## config.mk

```make
export PLATFORM = sky130hd
export DESIGN_NAME = matrix_scan_supersample_averager_top
export DESIGN_NICKNAME = d
export VERILOG_FILES = /design/src/rtl/core/msa_pkg.sv /design/src/rtl/core/msa_jobq.sv /design/src/rtl/core/msa_front.sv /design/src/rtl/core/msa_back.sv /design/src/rtl/core/matrix_scan_supersample_averager_top.sv
export SDC_FILE = /design/constraint.sdc
export NUM_CORES = 1
export LEC_CHECK = 0
export ABC_CLOCK_PERIOD_IN_PS = 4000
export BUFFER_PORTS_ARGS = -buffer_cell sky130_fd_sc_hd__buf_4
export CORE_ASPECT_RATIO = 0.7
export CORE_MARGIN = 5
export CORE_UTILIZATION = 60
export CTS_BUF_LIST = sky130_fd_sc_hd__clkbuf_8
export CTS_CLUSTER_SIZE = 40
export DETAILED_ROUTE_END_ITERATION = 10
export GPL_TIMING_DRIVEN = 0
export PLACE_DENSITY_LB_ADDON = 0.12
export SYNTH_ARGS = -nofsm -noshare
export SYNTH_HDL_FRONTEND = slang
export SYNTH_SLANG_ARGS = --single-unit
```

## constraint.sdc

```tcl
create_clock -name clk -period 4 [get_ports clk]
set_input_delay 0 -clock clk [delete_from_list [all_inputs] [get_ports clk]]
set_output_delay 0 -clock clk [all_outputs]
set_load 0.02 [all_outputs]
```

## src/rtl/core/msa_pkg.sv

```systemverilog
// ----------------------------------------------------------------------------
// msa_pkg
// Shared types and constants of the matrix scan averager.
// ----------------------------------------------------------------------------
package msa_pkg;

  // parameter defaults
  localparam int NUM_ROWS_DEF        = 16;
  localparam int NUM_COLUMNS_DEF     = 16;
  localparam int MAX_SUPERSAMPLE_DEF = 32;
  localparam int SAMPLE_BITS_DEF     = 12;

  // fixed field widths
  localparam int OP_W       = 2;
  localparam int ROWCOL_W   = 4;
  localparam int SS_CFG_W   = 6;
  localparam int SETTLE_W   = 20;
  localparam int CFG_IDX_W  = 2;
  localparam int CFG_DATA_W = 20;

  // queue between front and back
  localparam int JOBQ_DEPTH = 4;

  // reset value of supersample_count
  localparam logic [SS_CFG_W-1:0] SS_RESET = SS_CFG_W'(1);

  // input opcodes
  localparam logic [OP_W-1:0] OP_START  = 2'd0;
  localparam logic [OP_W-1:0] OP_TICK   = 2'd1;
  localparam logic [OP_W-1:0] OP_SAMPLE = 2'd2;

  // result kinds
  localparam logic KIND_ROW   = 1'b0;
  localparam logic KIND_POINT = 1'b1;

  // register indexes
  localparam logic [CFG_IDX_W-1:0] REG_SUPERSAMPLE = 2'd0;
  localparam logic [CFG_IDX_W-1:0] REG_SETTLE      = 2'd1;

  // everything of a result item except the value
  typedef struct packed {
    logic                kind;
    logic                last;
    logic [ROWCOL_W-1:0] row;
    logic [ROWCOL_W-1:0] column;
  } msa_tag_t;

endpackage

```

## src/rtl/core/msa_jobq.sv

```systemverilog
// ----------------------------------------------------------------------------
// msa_jobq
// Small FIFO carrying jobs from the scan front to the divide back.
// ----------------------------------------------------------------------------
module msa_jobq #(
  parameter int DATA_W = 8,
  parameter int DEPTH  = 4
) (
  input  logic              clk,
  input  logic              rst_n,
  input  logic              push,
  input  logic [DATA_W-1:0] push_data,
  input  logic              pop,
  output logic [DATA_W-1:0] pop_data,
  output logic              full,
  output logic              empty
);

  localparam int PTR_W = (DEPTH > 1) ? $clog2(DEPTH) : 1;
  localparam int CNT_W = $clog2(DEPTH + 1);

  logic [DATA_W-1:0] mem [DEPTH];
  logic [PTR_W-1:0]  wr_ptr_r;
  logic [PTR_W-1:0]  rd_ptr_r;
  logic [CNT_W-1:0]  count_r;
  logic              do_push;
  logic              do_pop;

  assign full     = (count_r == CNT_W'(DEPTH));
  assign empty    = (count_r == '0);
  assign do_push  = push && !full;
  assign do_pop   = pop && !empty;
  assign pop_data = mem[rd_ptr_r];

  always_ff @(posedge clk) begin
    if (!rst_n) begin
      wr_ptr_r <= '0;
      rd_ptr_r <= '0;
      count_r  <= '0;
    end else begin
      if (do_push) begin
        wr_ptr_r <= (wr_ptr_r == PTR_W'(DEPTH - 1)) ? '0 : wr_ptr_r + 1'b1;
      end
      if (do_pop) begin
        rd_ptr_r <= (rd_ptr_r == PTR_W'(DEPTH - 1)) ? '0 : rd_ptr_r + 1'b1;
      end
      if (do_push && !do_pop) begin
        count_r <= count_r + 1'b1;
      end else if (do_pop && !do_push) begin
        count_r <= count_r - 1'b1;
      end
    end
  end

  always_ff @(posedge clk) begin
    if (do_push) begin
      mem[wr_ptr_r] <= push_data;
    end
  end

endmodule

```

## src/rtl/core/msa_front.sv

```systemverilog
// ----------------------------------------------------------------------------
// msa_front
// Scan sequencer: config registers, settle timer, row/column walk and
// sample accumulation. Emits one job per row select or finished point.
// ----------------------------------------------------------------------------
module msa_front #(
  parameter int NUM_ROWS        = 16,
  parameter int NUM_COLUMNS     = 16,
  parameter int MAX_SUPERSAMPLE = 32,
  parameter int SAMPLE_BITS     = 12
) (
  input  logic                              clk,
  input  logic                              rst_n,
  input  logic                              cfg_we,
  input  logic [msa_pkg::CFG_IDX_W-1:0]     cfg_index,
  input  logic [msa_pkg::CFG_DATA_W-1:0]    cfg_data,
  input  logic                              in_accept,
  input  logic [msa_pkg::OP_W-1:0]          in_op,
  input  logic [SAMPLE_BITS-1:0]            in_raw_sample,
  output logic                              job_push,
  output msa_pkg::msa_tag_t                 job_tag,
  output logic [SAMPLE_BITS+$clog2(MAX_SUPERSAMPLE)-1:0] job_sum,
  output logic [$clog2(MAX_SUPERSAMPLE+1)-1:0]           job_cnt
);

  import msa_pkg::*;

  localparam int SUM_W = SAMPLE_BITS + $clog2(MAX_SUPERSAMPLE);
  localparam int CNT_W = $clog2(MAX_SUPERSAMPLE + 1);
  localparam int CMP_W = (CNT_W > SS_CFG_W) ? CNT_W : SS_CFG_W;
  localparam int ROW_W = (NUM_ROWS > 1) ? $clog2(NUM_ROWS) : 1;
  localparam int COL_W = (NUM_COLUMNS > 1) ? $clog2(NUM_COLUMNS) : 1;

  localparam logic [1:0] PH_IDLE   = 2'd0;
  localparam logic [1:0] PH_SETTLE = 2'd1;
  localparam logic [1:0] PH_SAMPLE = 2'd2;

  logic [SS_CFG_W-1:0] ss_cfg_r;
  logic [SETTLE_W-1:0] settle_cfg_r;

  logic [1:0]          phase_r,   phase_nxt;
  logic [SETTLE_W-1:0] settle_r,  settle_nxt;
  logic [ROW_W-1:0]    row_r,     row_nxt;
  logic [COL_W-1:0]    col_r,     col_nxt;
  logic [CNT_W-1:0]    taken_r,   taken_nxt;
  logic [SUM_W-1:0]    sum_r,     sum_nxt;

  logic [CMP_W-1:0]         ss_ext;
  logic [CMP_W-1:0]         eff_cmp;
  logic [CNT_W-1:0]         eff_cnt;
  logic [SUM_W-1:0]         new_sum;
  logic [CNT_W-1:0]         taken_inc;
  logic [1:0]               entry_phase;
  logic                     last_row;
  logic                     last_col;
  logic [ROW_W+ROWCOL_W-1:0] row_ext;
  logic [COL_W+ROWCOL_W-1:0] col_ext;

  // clamp count to 1..MAX_SUPERSAMPLE
  assign ss_ext  = CMP_W'(ss_cfg_r);
  assign eff_cmp = (ss_ext == '0) ? CMP_W'(1) :
                   (ss_ext > CMP_W'(MAX_SUPERSAMPLE)) ? CMP_W'(MAX_SUPERSAMPLE) : ss_ext;
  assign eff_cnt = eff_cmp[CNT_W-1:0];

  assign new_sum     = sum_r + SUM_W'(in_raw_sample);
  assign taken_inc   = taken_r + 1'b1;
  assign entry_phase = (settle_cfg_r == '0) ? PH_SAMPLE : PH_SETTLE;
  assign last_row    = (row_r == ROW_W'(NUM_ROWS - 1));
  assign last_col    = (col_r == COL_W'(NUM_COLUMNS - 1));
  assign row_ext     = {{ROWCOL_W{1'b0}}, row_r};
  assign col_ext     = {{ROWCOL_W{1'b0}}, col_r};

  always_comb begin
    phase_nxt      = phase_r;
    settle_nxt     = settle_r;
    row_nxt        = row_r;
    col_nxt        = col_r;
    taken_nxt      = taken_r;
    sum_nxt        = sum_r;
    job_push       = 1'b0;
    job_tag        = '0;
    job_sum        = new_sum;
    job_cnt        = eff_cnt;

    if (in_accept) begin
      case (in_op)
        OP_START: begin
          if (phase_r == PH_IDLE) begin
            row_nxt    = '0;
            col_nxt    = '0;
            taken_nxt  = '0;
            sum_nxt    = '0;
            settle_nxt = settle_cfg_r;
            phase_nxt  = entry_phase;
            job_push   = 1'b1;
            job_tag.kind = KIND_ROW;
            job_sum    = '0;
          end
        end
        OP_TICK: begin
          if (phase_r == PH_SETTLE) begin
            if (settle_r != '0) begin
              settle_nxt = settle_r - 1'b1;
            end
            if (settle_r <= SETTLE_W'(1)) begin
              phase_nxt = PH_SAMPLE;
            end
          end
        end
        OP_SAMPLE: begin
          if (phase_r == PH_SAMPLE) begin
            if (taken_inc < eff_cnt) begin
              taken_nxt = taken_inc;
              sum_nxt   = new_sum;
            end else begin
              job_push       = 1'b1;
              job_tag.kind   = KIND_POINT;
              job_tag.last   = last_row && last_col;
              job_tag.row    = row_ext[ROWCOL_W-1:0];
              job_tag.column = col_ext[ROWCOL_W-1:0];
              taken_nxt      = '0;
              sum_nxt        = '0;
              if (!last_col) begin
                col_nxt = col_r + 1'b1;
              end else if (!last_row) begin
                row_nxt    = row_r + 1'b1;
                col_nxt    = '0;
                settle_nxt = settle_cfg_r;
                phase_nxt  = entry_phase;
              end else begin
                phase_nxt  = PH_IDLE;
                row_nxt    = '0;
                col_nxt    = '0;
                settle_nxt = '0;
              end
            end
          end
        end
        default: begin
        end
      endcase
    end
  end

  always_ff @(posedge clk) begin
    if (!rst_n) begin
      ss_cfg_r     <= SS_RESET;
      settle_cfg_r <= '0;
      phase_r      <= PH_IDLE;
      settle_r     <= '0;
      row_r        <= '0;
      col_r        <= '0;
      taken_r      <= '0;
      sum_r        <= '0;
    end else begin
      if (cfg_we && cfg_index == REG_SUPERSAMPLE) begin
        ss_cfg_r <= cfg_data[SS_CFG_W-1:0];
      end
      if (cfg_we && cfg_index == REG_SETTLE) begin
        settle_cfg_r <= cfg_data[SETTLE_W-1:0];
      end
      phase_r  <= phase_nxt;
      settle_r <= settle_nxt;
      row_r    <= row_nxt;
      col_r    <= col_nxt;
      taken_r  <= taken_nxt;
      sum_r    <= sum_nxt;
    end
  end

endmodule

```

## src/rtl/core/msa_back.sv

```systemverilog
// ----------------------------------------------------------------------------
// msa_back
// Takes jobs, divides sample sums by the count one quotient bit a cycle,
// and holds the finished item in the output register.
// ----------------------------------------------------------------------------
module msa_back #(
  parameter int MAX_SUPERSAMPLE = 32,
  parameter int SAMPLE_BITS     = 12
) (
  input  logic                                 clk,
  input  logic                                 rst_n,
  input  logic                                 job_valid,
  output logic                                 job_pop,
  input  msa_pkg::msa_tag_t                    job_tag,
  input  logic [SAMPLE_BITS+$clog2(MAX_SUPERSAMPLE)-1:0] job_sum,
  input  logic [$clog2(MAX_SUPERSAMPLE+1)-1:0]           job_cnt,
  input  logic                                 out_pop,
  output logic                                 out_empty,
  output logic                                 out_kind,
  output logic [msa_pkg::ROWCOL_W-1:0]         out_row,
  output logic [msa_pkg::ROWCOL_W-1:0]         out_column,
  output logic [SAMPLE_BITS-1:0]               out_value,
  output logic                                 out_last_of_frame
);

  import msa_pkg::*;

  localparam int SUM_W  = SAMPLE_BITS + $clog2(MAX_SUPERSAMPLE);
  localparam int CNT_W  = $clog2(MAX_SUPERSAMPLE + 1);
  localparam int STEP_W = $clog2(SUM_W + 1);

  localparam logic [1:0] ST_IDLE = 2'd0;
  localparam logic [1:0] ST_DIV  = 2'd1;
  localparam logic [1:0] ST_DONE = 2'd2;

  logic [1:0]          st_r;
  logic [STEP_W-1:0]   step_r;
  logic                out_valid_r;
  msa_tag_t            tag_r;
  msa_tag_t            out_tag_r;
  logic [SUM_W-1:0]    quo_r;
  logic [CNT_W-1:0]    rem_r;
  logic [CNT_W-1:0]    div_r;
  logic [SAMPLE_BITS-1:0] out_value_r;

  logic [CNT_W:0]      shifted;
  logic [CNT_W:0]      diff;
  logic                ge;
  logic                out_free;
  logic                load_out;

  // restoring divide step
  assign shifted  = {rem_r, quo_r[SUM_W-1]};
  assign ge       = (shifted >= {1'b0, div_r});
  assign diff     = shifted - {1'b0, div_r};

  assign out_free = !out_valid_r || out_pop;
  assign load_out = (st_r == ST_DONE) && out_free;
  assign job_pop  = (st_r == ST_IDLE) && job_valid;

  always_ff @(posedge clk) begin
    if (!rst_n) begin
      st_r        <= ST_IDLE;
      step_r      <= '0;
      out_valid_r <= 1'b0;
    end else begin
      case (st_r)
        ST_IDLE: begin
          if (job_valid) begin
            step_r <= STEP_W'(SUM_W);
            st_r   <= (job_tag.kind == KIND_POINT) ? ST_DIV : ST_DONE;
          end
        end
        ST_DIV: begin
          step_r <= step_r - 1'b1;
          if (step_r == STEP_W'(1)) begin
            st_r <= ST_DONE;
          end
        end
        ST_DONE: begin
          if (out_free) begin
            st_r <= ST_IDLE;
          end
        end
        default: begin
          st_r <= ST_IDLE;
        end
      endcase
      if (load_out) begin
        out_valid_r <= 1'b1;
      end else if (out_pop) begin
        out_valid_r <= 1'b0;
      end
    end
  end

  always_ff @(posedge clk) begin
    if (job_pop) begin
      tag_r <= job_tag;
      quo_r <= job_sum;
      rem_r <= '0;
      div_r <= job_cnt;
    end else if (st_r == ST_DIV) begin
      quo_r <= {quo_r[SUM_W-2:0], ge};
      rem_r <= ge ? diff[CNT_W-1:0] : shifted[CNT_W-1:0];
    end
    if (load_out) begin
      out_tag_r   <= tag_r;
      out_value_r <= quo_r[SAMPLE_BITS-1:0];
    end
  end

  assign out_empty         = !out_valid_r;
  assign out_kind          = out_tag_r.kind;
  assign out_row           = out_tag_r.row;
  assign out_column        = out_tag_r.column;
  assign out_value         = out_value_r;
  assign out_last_of_frame = out_tag_r.last;

endmodule

```

## src/rtl/core/matrix_scan_supersample_averager_top.sv

```systemverilog
// ----------------------------------------------------------------------------
// matrix_scan_supersample_averager_top
// Sensor matrix frame scanner with per-point sample averaging.
// ----------------------------------------------------------------------------
// A start item (op 0) while idle begins a frame and yields a row select item
// for row 0. After every row switch the block counts settle_ticks tick items
// (op 1), then takes supersample_count raw samples (op 2) per column and yields
// one point item per column: floor(sum / count) with its row and column. The
// final point of the frame has last_of_frame set, and the block returns to
// idle. Items that do not fit the current phase are taken and dropped.
// Rate: the input side takes one item per cycle while the job queue has room
// (JOBQ_DEPTH entries). Each point result then goes through the divider, one
// quotient bit for each of the SUM_W bits of its sum (SUM_W = SAMPLE_BITS +
// log2(MAX_SUPERSAMPLE)); a row select skips it. The restoring divider takes
// one job at a time, one quotient bit per cycle, and sets the sustained result rate.
// Configuration writes are always accepted (cfg_ready is tied high); index 0
// is supersample_count (0 acts as 1, values above MAX_SUPERSAMPLE are
// clamped), index 1 is settle_ticks; other indexes are ignored.
// ----------------------------------------------------------------------------
module matrix_scan_supersample_averager_top #(
  parameter int NUM_ROWS        = msa_pkg::NUM_ROWS_DEF,
  parameter int NUM_COLUMNS     = msa_pkg::NUM_COLUMNS_DEF,
  parameter int MAX_SUPERSAMPLE = msa_pkg::MAX_SUPERSAMPLE_DEF,
  parameter int SAMPLE_BITS     = msa_pkg::SAMPLE_BITS_DEF
) (
  input  logic                           clk,
  input  logic                           rst_n,
  // configuration
  input  logic                           cfg_valid,
  output logic                           cfg_ready,
  input  logic [msa_pkg::CFG_IDX_W-1:0]  cfg_index,
  input  logic [msa_pkg::CFG_DATA_W-1:0] cfg_data,
  // input items
  input  logic                           push,
  output logic                           full,
  input  logic [msa_pkg::OP_W-1:0]       in_op,
  input  logic [SAMPLE_BITS-1:0]         in_raw_sample,
  // result items
  output logic                           empty,
  input  logic                           pop,
  output logic                           out_kind,
  output logic [msa_pkg::ROWCOL_W-1:0]   out_row,
  output logic [msa_pkg::ROWCOL_W-1:0]   out_column,
  output logic [SAMPLE_BITS-1:0]         out_value,
  output logic                           out_last_of_frame
);

  import msa_pkg::*;

  localparam int SUM_W  = SAMPLE_BITS + $clog2(MAX_SUPERSAMPLE);
  localparam int CNT_W  = $clog2(MAX_SUPERSAMPLE + 1);
  localparam int TAG_W  = $bits(msa_tag_t);
  localparam int JOB_W  = TAG_W + SUM_W + CNT_W;

  logic              in_accept;
  logic              job_push;
  msa_tag_t          job_tag;
  logic [SUM_W-1:0]  job_sum;
  logic [CNT_W-1:0]  job_cnt;
  logic [JOB_W-1:0]  q_in;
  logic [JOB_W-1:0]  q_out;
  logic              q_empty;
  logic              q_pop;
  msa_tag_t          q_tag;
  logic [SUM_W-1:0]  q_sum;
  logic [CNT_W-1:0]  q_cnt;

  assign cfg_ready = 1'b1;
  assign in_accept = push && !full;

  // front: sequencer and accumulator
  msa_front #(
    .NUM_ROWS        (NUM_ROWS),
    .NUM_COLUMNS     (NUM_COLUMNS),
    .MAX_SUPERSAMPLE (MAX_SUPERSAMPLE),
    .SAMPLE_BITS     (SAMPLE_BITS)
  ) u_front (
    .clk           (clk),
    .rst_n         (rst_n),
    .cfg_we        (cfg_valid && cfg_ready),
    .cfg_index     (cfg_index),
    .cfg_data      (cfg_data),
    .in_accept     (in_accept),
    .in_op         (in_op),
    .in_raw_sample (in_raw_sample),
    .job_push      (job_push),
    .job_tag       (job_tag),
    .job_sum       (job_sum),
    .job_cnt       (job_cnt)
  );

  // job queue; its full flag throttles the input side
  assign q_in = {job_tag, job_sum, job_cnt};

  msa_jobq #(
    .DATA_W (JOB_W),
    .DEPTH  (JOBQ_DEPTH)
  ) u_jobq (
    .clk       (clk),
    .rst_n     (rst_n),
    .push      (job_push),
    .push_data (q_in),
    .pop       (q_pop),
    .pop_data  (q_out),
    .full      (full),
    .empty     (q_empty)
  );

  assign q_tag = q_out[JOB_W-1 -: TAG_W];
  assign q_sum = q_out[CNT_W +: SUM_W];
  assign q_cnt = q_out[CNT_W-1:0];

  // back: divider and output register
  msa_back #(
    .MAX_SUPERSAMPLE (MAX_SUPERSAMPLE),
    .SAMPLE_BITS     (SAMPLE_BITS)
  ) u_back (
    .clk               (clk),
    .rst_n             (rst_n),
    .job_valid         (!q_empty),
    .job_pop           (q_pop),
    .job_tag           (q_tag),
    .job_sum           (q_sum),
    .job_cnt           (q_cnt),
    .out_pop           (pop),
    .out_empty         (empty),
    .out_kind          (out_kind),
    .out_row           (out_row),
    .out_column        (out_column),
    .out_value         (out_value),
    .out_last_of_frame (out_last_of_frame)
  );

endmodule

```

Word-level counts from Yosys, hierarchy flattened

Memory sizes are Yosys's and may differ from the RTL's. A register that Yosys moved wholly into a read port is not among the register bits.
Index checks and enable logic that the tools add are counted.

Bits in registers: 155
Bits in latches: 0
Bits in writable memories: 132
ROM bits: 0
Bits of input ports: 41
Output and inout bits: 25
Logic and storage cells: 172
Memories kept: 1

Memory list:

| memory     | words | width | rd ports | clocked after memory_dff | write ports | line           | text |
|---|---|---|---|---|---|---|---|
| u_jobq.mem | 4     | 33    | 1        | 1                        | 1           | msa_jobq.sv:22 | `logic [DATA_W-1:0] mem [DEPTH];` |

$add $sub $neg: 11
Multipliers: 0
Divide/modulo/power cells: 0
Order comparisons: 4
Equal/unequal tests: 23
Shift operators: 0
Mux-type cells: 70
Bitwise logic cells: 0
Reduce and logical (&&, ||, !) cells: 37

Operators with widths:

| cell                    | count |
|---|---|
| $mux W20                | 7 |
| $mux W17                | 8 |
| $pmux W20 S3            | 1 |
| $mux W6                 | 6 |
| $pmux W17 S2            | 1 |
| $mux W2                 | 16 |
| $mux W4                 | 8 |
| $mux W10                | 3 |
| $le A20 B1 Y1 const B   | 1 |
| $logic_not A20 Y1       | 1 |
| $reduce_bool A20 Y1     | 1 |
| $sub A20 B1 Y20 const B | 1 |
| $add A17 B12 Y17        | 1 |
| $ne A2 B1 Y1 const B    | 8 |
| $pmux W4 S2             | 2 |
| $reduce_and A8 Y1       | 2 |
| $pmux W2 S3             | 2 |
| $pmux W6 S2             | 1 |
| $eq A2 B2 Y1 const B    | 5 |
| $logic_and A1 B1 Y1     | 10 |
| $pmux W5 S2             | 1 |
| $reduce_bool A2 Y1      | 5 |
| $mux W1                 | 9 |
| $mux W9                 | 1 |
| other kinds (29)        | 44 |

Depth between registers and ports, before layout

Gate-level depths: netlist of run 1.

Depth in word-level cells: 13
Depth in mapped cells: 14
Gate-level depth less buffers: 14

Hierarchy

From an unflattened synthesis of run 1, not the netlist that was laid out.

Cells, all modules: 1056
Area total of the unflattened synthesis: 12882.4 um^2

By module, submodules not included:

| module                               | times used | cells an instance | area an instance (um^2) | sequential area each (um^2) |
|---|---|---|---|---|
| msa_jobq                             | 1          | 224               | 5288.8                  | 4144.0 |
| msa_front                            | 1          | 602               | 4737.0                  | 1581.5 |
| msa_back                             | 1          | 226               | 2827.7                  | 1931.9 |
| matrix_scan_supersample_averager_top | 1          | 4                 | 28.8                    | 0.0 |

Worst setup path after synthesis of run 1

Ideal clock, no wire load.

Kind: register -> register
From: reg u_front.taken_r[0]
To: reg u_jobq.count_r[2]
Library setup time: 71 ps
Arrival: 3104 ps
Required time: 3929 ps
Path slack: 825 ps
Stages on the path, launching flop included: 15
Path buffers: 0
Clock period less this slack: 3175 ps
Cell sequence: dfxtp_1 ha_1 nand3_1 xnor2_1 ha_1 o211ai_1 nand2_1 nand4_1 o21bai_1 ha_1 inv_1 fa_1 xor2_1 or3_1 a21oi_1

Word-level cells in the longest chain between the ends: 10
Elaborated cells between the ends (all ways): 12
Classes of those cells: add/sub: 1; order compare: 1; mux: 5; reduce/logical: 5

Ends and longest elaborated chain:

| element                      | line             | text |
|---|---|---|
| from (decl)                  | msa_front.sv:45  | `logic [CNT_W-1:0] taken_r, taken_nxt;` |
| from (signal assigned)       | msa_front.sv:166 | `taken_r <= taken_nxt;` |
| $add A6 B1 Y6 (*)            | msa_front.sv:66  | `assign taken_inc = taken_r + 1'b1;` |
| $lt A6 B6 Y1 (*)             | msa_front.sv:112 | `if (taken_inc < eff_cnt) begin` |
| $mux W1 (*)                  | msa_front.sv:112 |  |
| $mux W1 (*)                  | msa_front.sv:111 | `if (phase_r == PH_SAMPLE) begin` |
| $pmux W1 S2 (*)              | msa_front.sv:86  | `case (in_op)` |
| $mux W1 (*)                  | msa_front.sv:85  | `if (in_accept) begin` |
| $logic_and A1 B1 Y1 (*)      | msa_jobq.sv:31   | `assign do_push = push && !full;` |
| named net u_jobq.do_push     | msa_jobq.sv:26   | `logic do_push;` |
| $logic_not A1 Y1             | msa_jobq.sv:49   | `end else if (do_pop && !do_push) begin` |
| $logic_and A1 B1 Y1          | msa_jobq.sv:49   |  |
| $reduce_bool A2 Y1 (no line) | n/a              |  |
| to (signal assigned)         | msa_jobq.sv:48   | `count_r <= count_r + 1'b1;` |
| to (signal assigned)         | msa_jobq.sv:50   | `count_r <= count_r - 1'b1;` |
| to (decl)                    | msa_jobq.sv:25   | `logic [CNT_W-1:0] count_r;` |

Mark *: on every way through the listed nets, which the timed path passes. The rest lies on a longest branch.
A chain may end at the register's enable or synchronous reset.

Worst setup path after layout of run 1

From: reg u_front.taken_r[2]
To: reg u_jobq.count_r[2]

Same word-level chain as after synthesis.

==> results of run 1 <==
[layout make-up]
| type | count | share of cell area |
|---|---|---|
| clock buffers | 52 | 0.0481 |
| clock inverters | 27 | 0.00983 |
| flip-flops and latches | 289 | 0.514 |
| repair buffers | 96 | 0.0550 |
| multi-input cells | 687 | 0.327 |
| well taps | 276 | 0.0232 |
| inverters | 30 | 0.00756 |
| plain buffers | 50 | 0.0152 |
[through the flow]
stage | instances | setup WS, ns | utilization
CTS | 1507 | 0.238 | 0.711
floorplan | 1056 | 0.825 | -
global route | 1507 | 0.0190 | 0.712
finish | 1507 | 0.177 | 0.712
detailed placement | 1397 | 0.285 | 0.655
global placement | 1395 | -0.101 | 0.653
[layer usage]
layer | up-vias | routed length [um] | part of all wire | track usage
li1 | 4185 | - | - | -
met1 | 4316 | 14000 | 0.48 | 0.376
met2 | 327 | 12400 | 0.43 | 0.337
met3 | 34 | 2260 | 0.078 | 0.0568
met4 | 0 | 350 | 0.012 | 0.0603
met5 | - | 0 | 0 | 0
[registers in the layout (all words and copies together) (netlist names), 3 cells and up, named ones only]
register / flops
u_back.div_r: 6
u_back.out_column: 4
u_back.out_row: 4
u_back.out_value: 12
u_back.quo_r: 17
u_back.rem_r: 6
u_back.step_r: 5
u_back.tag_r: 10
u_front.col_r: 4
u_front.row_r: 4
u_front.settle_cfg_r: 20
u_front.settle_r: 20
u_front.ss_cfg_r: 6
u_front.sum_r: 17
u_front.taken_r: 6
u_jobq.count_r: 3
u_jobq.mem: 132
[cell usage after synthesis, drive strengths merged (3+ instances only)]
cell type,n
nor3,17
nor2,81
o41ai,5
mux4,33
mux2i,15
a2bb2oi,6
and3b,3
nand3,25
a211oi,14
a22oi,14
nand2b,6
nand4,6
inv,29
ha,40
a32o,4
a21boi,3
nand2,154
or3,11
o22ai,3
dfxtp,102
a31oi,4
and3,3
buf,13
edfxtp,187
o21ai,31
clkbuf,37
xnor2,18
a21oi,78
and2,18
o21bai,3
fa,3
nor4,10
nor3b,4
a31o,4
o211ai,5
o21a,3
o31ai,5
a21o,4
nand3b,7
a311oi,4
xor2,13
nor2b,8
[power by group through the flow]
stage               logic [mW]  registers, mW  clock network (mW)
global route              2.70           4.04                2.58
CTS                       2.44           4.00                2.41
finish                    2.44           4.00                2.37
floorplan                 1.63           4.09                   0
detailed placement        2.41           4.06                   0
global placement          2.32           4.05                   0
[worst min-delay path, cell delays in order]
cell and delay (ns):
buf_4 0.09, nand3b_1 0.09, clkbuf_1 0.23, nand2_1 0.11, a21oi_1 0.05
[worst paths after layout]
kind / startpoint / end / cells past startpoint
setup / recovery: u_front.taken_r[2] / u_jobq.count_r[2] / 14
hold / removal: cfg_index[0] / u_front.settle_cfg_r[14] / 5
setup reg to reg: u_front.taken_r[2] / u_jobq.count_r[2] / 14
hold reg to reg: u_back.tag_r[9] / u_back.out_kind / 0
[timing repair]
item                      in CTS  in global routing
setup buffers                  0                  0
hold endpoints to repair      34                  0
hold buffers                  31                  0
[logic make-up (layout without fill, tap and decap cells)]
group                      count (synthesis)  after routing  share of synthesized area
and+or+nand+nor                          360            360                      0.135
DFF                                      289            289                      0.596
AOI/OAI and AO/OA                        204            204                      0.108
buffers and inverters                     80            255                     0.0263
muxes                                     48             48                     0.0695
adders and majority gates                 43             43                     0.0436
xor gates and xnor gates                  31             31                     0.0211
other                                      1              1                   0.000292
==> flow_metrics.py, run 1 <==
metrics = {
    "run_status": {
        "run_status": "complete, no violations",
    },
    "timing": {
        "period_minus_slack_ns": 3.82,
        "finalSetupTns_ns": 0,
        "worst_slew_margin_rel": 0.322,
        "timing.final.hold_violations": 0,
        "rsz0062_at_grt": "no",
        "worst_pin_slew_ns": 1.02,
        "timing.hold.ws_ns": 0.0796,
        "setup-violations-final": 0,
        "timing.final.crit_share": 0.956,
        "final_max_tran_viols": 0,
        "final_skew_ns": 0.0198,
        "fmaxAchievable_mhz": 262,
    },
    "clock_network": {
        "worstSkewPairLatency_ns": 0.55,
        "h_tree_depth": 2,
        "path_clk_slew_ns": 0.06,
        "ctsRootBufferMaster": "clkbuf_8",
        "ctsResizeCount": 0,
        "deepest_clock_path_buffer_count": 3,
        "tritoncts": "done",
        "clock_sink_count": 289,
        "cts_inserted_buffers": 44,
    },
    "finish": {
        "final.fill_count": 1479,
        "number_of_nets_in_the_layout": 1282,
        "layout.cells.most_common_list": "edfxtp_1 (187), nand2_1 (153), dfxtp_1 (102)",
        "multi_input_comb_area_mm2": 0.00486,
        "finish.instance_area_mm2": 0.0149,
        "area.sequential_mm2": 0.00766,
        "num_antenna_cells": 0,
        "most_common_cell_after_layout_fill_and_taps_aside": "edfxtp_1",
        "synthesis_to_layout_area_growth_pct": 15.8,
        "final_layout_size_suffix_gt1_frac": 0.167,
    },
    "critical_path": {
        "worst-path-max-fanout": 7,
        "critical-path-max-stage-delay_ns": 0.51,
        "cp_slowest_cell": "o21bai_1",
        "endpoint_kind": "register",
        "reg2reg_setup_slack_ns": 0.18,
        "critical_path.n_buffers_inverters": 1,
        "critPathArrivalTime_ns": 4.28,
        "crit_path_cell_trace": "and3_1, nand3_1, xnor2_1, ha_1, o211ai_1, nand2_1, nand4_1, o21bai_1, ha_1, inv_1, fa_1, xor2_1, or3_1, a21oi_1",
        "critical_path_class": "reg2reg",
        "cp_data_required_time_ns": 4.46,
        "path_common_cell": "ha_1",
        "kind_of_cell_adding_the_most_delay_to_the_critical_path": "adder cells",
        "critPathLaunchType": "register",
    },
    "power_and_ir_drop": {
        "power.internal_mw": 5.99,
        "power.ir.vdd_worst_uv": 375,
        "power_density_mw_per_mm2": 592,
        "total_power_mw": 8.81,
        "p_comb_frac": 0.277,
        "switching_share": 0.320,
        "power.switching_mw": 2.82,
        "power.leakage_nw": 5.51,
        "clkPwrFrac": 0.269,
        "seqPwrFrac": 0.454,
    },
    "logic_synthesis": {
        "post_synth_main_area_contributors": "edfxtp_1 (44%), dfxtp_1 (16%), mux4_2 (5.8%), nand2_1 (4.5%), ha_1 (3.9%)",
        "syn-cell-area_mm2": 0.0129,
        "netlist_instances": 1056,
        "synth.avg_cell_area_um2": 12.2,
        "yosysTopAreaCellShare": 0.437,
        "yosysWarningCount": 0,
        "ys_seq_area_frac": 0.596,
        "post_synthesis_async_set_or_reset_flop_share": 0,
        "yosys_most_used_dff": "edfxtp_1",
        "post-synth-top-area-cell": "edfxtp_1",
        "synth.ff_latch_count": 289,
        "yosys.cell_types.count": 76,
        "number_of_flops_mapped_to_enable_cells_by_yosys": 187,
        "synthesis.nets": 1140,
    },
    "grt": {
        "via_count_of_the_first_global_routing_pass": 8615,
        "maximum_number_of_pins_on_one_net_before_global_route_repair": 34,
        "grt_overflow_total": 0,
        "grt_antenna_before_repair": 0,
        "globalRouteTotalUtil": 0.239,
        "grt_first_pass_wirelength_um": 46500,
    },
    "placed_design": {
        "globalplace.congestion": 0.885,
        "buffer_ports.inserted": 63,
        "postPlaceCellArea_mm2": 0.0137,
        "detailed_place_hpwl_um": 19600,
    },
    "floorplan": {
        "start_util": 0.614,
        "boundaryPins": 66,
        "floorplan.die.height_um": 132,
        "fp.dieW_um": 185,
        "dieArea_mm2": 0.0245,
        "num_rows": 44,
        "core-area_mm2": 0.0209,
    },
    "min_path": {
        "timing.hold.worst.class": "in2reg",
    },
    "job": {
        "max_cap_viol_count": 0,
    },
    "route": {
        "detailedRoute.firstIterationViolations": 775,
        "wirelength_um": 29000,
        "wire_per_inst_um": 19.2,
        "detail_route.drc_violations": 0,
        "route.detailed.vias_per_inst": 5.88,
        "antenna_violating_nets_left": 0,
        "via_count": 8862,
        "firstDrtPassIters": 5,
    },
}
No activity file was read; power rests on OpenSTA's default activity.
==> run 2: changes to the inputs <==
--- a/config.mk
+++ b/config.mk
@@ -7,9 +7,11 @@
 export LEC_CHECK = 0
 export ABC_CLOCK_PERIOD_IN_PS = 4000
 export BUFFER_PORTS_ARGS = -buffer_cell sky130_fd_sc_hd__buf_4
+export CELL_PAD_IN_SITES_DETAIL_PLACEMENT = 0
+export CELL_PAD_IN_SITES_GLOBAL_PLACEMENT = 1
 export CORE_ASPECT_RATIO = 0.7
 export CORE_MARGIN = 5
-export CORE_UTILIZATION = 60
+export CORE_UTILIZATION = 52
 export CTS_BUF_LIST = sky130_fd_sc_hd__clkbuf_8
 export CTS_CLUSTER_SIZE = 40
 export DETAILED_ROUTE_END_ITERATION = 10
==> flow_metrics.py, run 2 (synthesis gave the netlist of run 1 again) <==
metrics = {
    "run_status": {
        "run_status": "complete, no violations",
    },
    "critical_path": {
        "critPathArrivalTime_ns": 4.15,
        "endpoint_kind": "register",
        "worstReg2RegEnd": "u_jobq.count_r[2]",
        "cp_data_required_time_ns": 4.46,
        "worst-path-max-fanout": 7,
        "reg2reg_setup_slack_ns": 0.31,
        "critical-path-max-stage-delay_ns": 0.52,
        "cp_slowest_cell": "o21bai_1",
        "crit_path_cell_trace": "ha_1, nand3_1, xnor2_1, ha_1, o211ai_1, nand2_1, nand4_1, o21bai_1, ha_1, inv_1, fa_1, xor2_1, or3_1, a21oi_1",
        "path_common_cell": "ha_1",
        "critPathLaunchType": "register",
        "timing.reg2reg.worst_path_depth": 14,
        "worstReg2RegStart": "u_front.taken_r[0]",
        "critical_path_class": "reg2reg",
    },
    "finish": {
        "synthesis_to_layout_area_growth_pct": 15.8,
        "reg_top3": "u_jobq.mem (132), u_front.settle_cfg_r (20), u_front.settle_r (20)",
        "final.fill_count": 2060,
        "most_common_cell_after_layout_fill_and_taps_aside": "edfxtp_1",
        "largest_reg_flops": 132,
        "number_of_nets_in_the_layout": 1281,
        "finish.instance_area_mm2": 0.0149,
        "num_antenna_cells": 0,
        "max_flop_register": "u_jobq.mem",
        "final_layout_size_suffix_gt1_frac": 0.164,
        "layout.cells.most_common_list": "edfxtp_1 (187), nand2_1 (153), dfxtp_1 (102)",
    },
    "power_and_ir_drop": {
        "power.internal_mw": 5.87,
        "power.leakage_nw": 5.49,
        "power.ir.vdd_worst_uv": 398,
        "switching_share": 0.323,
        "clkPwrFrac": 0.261,
        "power_density_mw_per_mm2": 583,
        "power.switching_mw": 2.80,
        "p_comb_frac": 0.279,
        "seqPwrFrac": 0.460,
    },
    "clock_network": {
        "cts_inserted_buffers": 44,
        "postCtsSetupRepairBufs": 0,
        "deepest_clock_path_buffer_count": 3,
        "worstSkewPairLatency_ns": 0.54,
        "clock_sink_count": 289,
        "cts-hold-fix-buffers": 31,
        "ctsRootBufferMaster": "clkbuf_8",
        "tritoncts": "done",
        "path_clk_slew_ns": 0.07,
        "h_tree_depth": 2,
        "ctsResizeCount": 0,
    },
    "floorplan": {
        "dieArea_mm2": 0.0280,
        "num_rows": 48,
        "core-area_mm2": 0.0245,
        "boundaryPins": 66,
        "fp.dieW_um": 198,
        "start_util": 0.524,
        "floorplan.die.height_um": 142,
    },
    "timing": {
        "timing.hold.ws_ns": 0.0649,
        "timing.final.hold_violations": 0,
        "rsz0062_at_grt": "no",
        "worst_slew_margin_rel": 0.366,
        "setup-violations-final": 0,
        "setup_ws_ns": 0.314,
        "final_skew_ns": 0.0205,
        "period_minus_slack_ns": 3.69,
        "worst_pin_slew_ns": 0.950,
        "final_max_tran_viols": 0,
        "timing.final.crit_share": 0.921,
        "fmaxAchievable_mhz": 271,
        "finalSetupTns_ns": 0,
    },
    "route": {
        "wirelength_um": 29000,
        "via_count": 8625,
        "detail_route.drc_violations": 0,
        "wire_per_inst_um": 18.6,
        "route.detailed.vias_per_inst": 5.54,
        "detailedRoute.firstIterationViolations": 605,
        "antenna_violating_nets_left": 0,
        "firstDrtPassIters": 5,
    },
    "grt": {
        "globalRouteTotalUtil": 0.210,
        "grt_overflow_total": 0,
        "maximum_number_of_pins_on_one_net_before_global_route_repair": 34,
        "grt_antenna_before_repair": 0,
        "via_count_of_the_first_global_routing_pass": 8428,
        "grt_first_pass_wirelength_um": 46500,
    },
    "placed_design": {
        "globalplace.congestion": 0.860,
        "preCtsSetupSlack_ns": 0.365,
        "postPlaceCellArea_mm2": 0.0138,
        "detailed_place_hpwl_um": 20200,
        "buffer_ports.inserted": 63,
    },
    "min_path": {
        "holdPathEnd": "u_front.sum_r[10]",
        "whs_path_depth": 4,
        "timing.hold.worst.start": "in_raw_sample[10]",
        "timing.hold.worst.class": "in2reg",
    },
    "job": {
        "max_cap_viol_count": 0,
    },
}
-- run 2: layout make-up --
cell class | count | area, um2 | area share
well taps | 325 | 407 | 0.0273
multi-input cells | 687 | 4860 | 0.327
flip-flops and latches | 289 | 7660 | 0.515
clock buffers | 49 | 674 | 0.0453
clock inverters | 32 | 143 | 0.00958
inverters | 30 | 113 | 0.00757
plain buffers | 50 | 226 | 0.0152
repair buffers | 95 | 798 | 0.0536
-- run 2: worst max path at each step --
stage / start / endpoint / slack, ns
floorplan: u_front.taken_r[0] / u_jobq.count_r[2] / 0.83
global placement: u_front.taken_r[0] / u_jobq.mem[1][12] / -0.11
detailed placement: u_front.taken_r[0] / u_jobq.count_r[2] / 0.37
CTS: u_front.taken_r[0] / u_jobq.count_r[2] / 0.36
global route: u_front.taken_r[0] / u_jobq.count_r[2] / 0.03
finish: u_front.taken_r[0] / u_jobq.count_r[2] / 0.31
-- run 2: stage by stage --
step	util	instances	total power, mW
3_5_place_dp	0.561	1445	6.47
2_1_floorplan	-	1056	5.72
6_report	0.607	1557	8.67
3_3_place_gp	0.560	1444	6.42
5_1_grt	0.607	1557	9.20
4_1_cts	0.607	1557	8.75
-- run 2: critical path, delay by kind of cell (launching register included) --
| family | cells | cell delay, ns |
|---|---|---|
| buffers and inverters | 1 | 0.06 |
| xor gates and xnor gates | 2 | 0.33 |
| AOI/OAI and AO/OA | 3 | 0.77 |
| and+or+nand+nor | 4 | 0.76 |
| adders and majority gates | 4 | 1.24 |
| DFF | 1 | 0.44 |
-- run 2: power by group through the flow --
stage	registers [mW]	clock network [mW]	logic (mW)
floorplan	4.09	0	1.63
detailed placement	4.06	0	2.41
finish	3.99	2.26	2.42
global route	4.04	2.47	2.69
global placement	4.05	0	2.37
CTS	4.00	2.32	2.44
-- run 2: metal layers --
metal / global-route usage / vias to the layer above / part of all wire / routed length (um)
li1: - / 4203 / - / -
met2: 0.306 / 208 / 0.42 / 12300
met5: 0 / - / 0 / 0
met1: 0.332 / 4183 / 0.51 / 14700
met3: 0.0380 / 31 / 0.057 / 1660
met4: 0.0409 / 0 / 0.012 / 356
==> run 3: changes to the inputs <==
--- a/config.mk
+++ b/config.mk
@@ -9,7 +9,6 @@
 export BUFFER_PORTS_ARGS = -buffer_cell sky130_fd_sc_hd__buf_4
 export CELL_PAD_IN_SITES_DETAIL_PLACEMENT = 0
 export CELL_PAD_IN_SITES_GLOBAL_PLACEMENT = 1
-export CORE_ASPECT_RATIO = 0.7
 export CORE_MARGIN = 5
 export CORE_UTILIZATION = 52
 export CTS_BUF_LIST = sky130_fd_sc_hd__clkbuf_8
==> flow_metrics.py, run 3 (synthesis gave the netlist of run 1 again) <==
metrics = {
    "grt": {
        "globalRouteTotalUtil": 0.191,
        "grt_overflow_total": 0,
        "grt_first_pass_wirelength_um": 43800,
        "maximum_number_of_pins_on_one_net_before_global_route_repair": 34,
        "grt_antenna_before_repair": 0,
        "via_count_of_the_first_global_routing_pass": 8371,
    },
    "clock_network": {
        "cts_inserted_buffers": 45,
        "worstSkewPairLatency_ns": 0.54,
        "deepest_clock_path_buffer_count": 3,
        "clock_sink_count": 289,
        "ctsRootBufferMaster": "clkbuf_8",
        "path_clk_slew_ns": 0.07,
        "tritoncts": "done",
        "h_tree_depth": 2,
    },
    "finish": {
        "synthesis_to_layout_area_growth_pct": 16.0,
        "num_antenna_cells": 0,
        "final_layout_size_suffix_gt1_frac": 0.168,
        "max_flop_register": "u_jobq.mem",
        "number_of_nets_in_the_layout": 1282,
        "largest_reg_flops": 132,
        "most_common_cell_after_layout_fill_and_taps_aside": "edfxtp_1",
        "layout.cells.most_common_list": "edfxtp_1 (187), nand2_1 (153), dfxtp_1 (102)",
        "reg_top3": "u_jobq.mem (132), u_front.settle_cfg_r (20), u_front.settle_r (20)",
    },
    "critical_path": {
        "worst-path-max-fanout": 7,
        "endpoint_kind": "register",
        "critical_path_class": "reg2reg",
        "timing.reg2reg.worst_path_depth": 14,
        "cp_data_required_time_ns": 4.46,
        "critPathLaunchType": "register",
        "critPathArrivalTime_ns": 3.96,
    },
    "route": {
        "detailedRoute.firstIterationViolations": 593,
        "detail_route.drc_violations": 0,
        "wirelength_um": 27000,
        "antenna_violating_nets_left": 0,
        "wire_per_inst_um": 17.3,
        "route.detailed.vias_per_inst": 5.42,
        "via_count": 8437,
        "firstDrtPassIters": 5,
    },
    "timing": {
        "timing.final.hold_violations": 0,
        "timing.final.crit_share": 0.876,
        "fmaxAchievable_mhz": 285,
        "setup-violations-final": 0,
        "setup_ws_ns": 0.497,
        "final_skew_ns": 0.0138,
        "rsz0062_at_grt": "no",
        "worst_slew_margin_rel": 0.169,
        "worst_pin_slew_ns": 1.25,
        "final_max_tran_viols": 0,
        "timing.hold.ws_ns": 0.0351,
        "period_minus_slack_ns": 3.50,
    },
    "floorplan": {
        "start_util": 0.528,
        "fp.dieW_um": 167,
        "boundaryPins": 66,
        "num_rows": 57,
        "core-area_mm2": 0.0243,
        "dieArea_mm2": 0.0280,
        "floorplan.die.height_um": 167,
    },
    "run_status": {
        "run_status": "complete, no violations",
    },
    "min_path": {
        "whs_path_depth": 5,
        "timing.hold.worst.class": "in2reg",
    },
    "power_and_ir_drop": {
        "power.ir.vdd_worst_uv": 385,
        "power_density_mw_per_mm2": 579,
        "power.leakage_nw": 5.52,
    },
    "placed_design": {
        "detailed_place_hpwl_um": 18700,
        "preCtsSetupSlack_ns": 0.327,
        "globalplace.congestion": 0.825,
        "buffer_ports.inserted": 63,
    },
    "job": {
        "max_cap_viol_count": 0,
    },
}
run 3: cell count changes in the layout (fill, tap and decap cells not counted):
cell / delta
clkbuf_1: +1
clkbuf_8: +2
clkinv_1: -1
o21bai_1: -1
clkinv_2: +4
clkinvlp_4: -1
o21bai_2: +1
clkbuf_2: -1
inv_1: -2
run 3: layout make-up:
type,count,area [um2]
plain buffers,50,225
well taps,324,405
fillers,2038,9410
repair buffers,95,798
inverters,30,113
multi-input cells,687,4870
clock buffers,51,702
clock inverters,32,144
flip-flops and latches,289,7660
run 3: routing by layer:
metal	wire length, um	track usage	vias up
li1	-	-	4201
met1	13100	0.275	4026
met2	12300	0.304	170
met3	1160	0.0339	40
met4	473	0.0515	0
met5	0	0	-
run 3: path summary, 6_finish.rpt:
| path | start | slack (ns) | endpoint |
|---|---|---|---|
| worst min-delay path | in_raw_sample[11] | 0.04 | u_front.sum_r[13] |
| worst max-delay path | u_front.taken_r[2] | 0.50 | u_jobq.count_r[2] |
| worst max register to register | u_front.taken_r[2] | 0.50 | u_jobq.count_r[2] |
| worst min register to register | u_back.tag_r[3] | 0.42 | u_back.out_column[3] |
run 3: power by group:
group | switching [mW] | internal, mW
clock network | 1.12 | 1.18
registers | 0.191 | 3.79
logic | 1.41 | 0.943
run 3: critical path, cell delays in order (launching register included):
cell,delay [ns]
dfxtp_1,0.44
and3_1,0.21
nand3_1,0.10
xnor2_1,0.17
ha_1,0.35
o211ai_1,0.13
nand2_1,0.17
nand4_1,0.19
o21bai_2,0.35
ha_1,0.25
inv_1,0.06
fa_1,0.37
xor2_1,0.16
or3_1,0.30
a21oi_1,0.16
run 3: what timing repair did:
| item | 4_1_cts | 5_1_grt |
|---|---|---|
| hold endpoints to repair | 31 | 0 |
| gates resized for setup | 0 | 1 |
| setup endpoints to repair | 0 | 1 |
| buffers inserted | 0 | 0 |
| hold buffers | 31 | 0 |
run 3: through the flow:
step            util  power, mW  instance area (um2)  std cells  TNS, ns
2_1_floorplan      -       5.72                12900       1056        0
3_3_place_gp   0.565       6.37                13700       1443   -15.52
3_5_place_dp   0.565       6.41                13800       1444        0
4_1_cts        0.613       8.75                14900       1558        0
5_1_grt        0.613       9.18                14900       1558        0
6_report       0.613       8.64                14900       1558        0
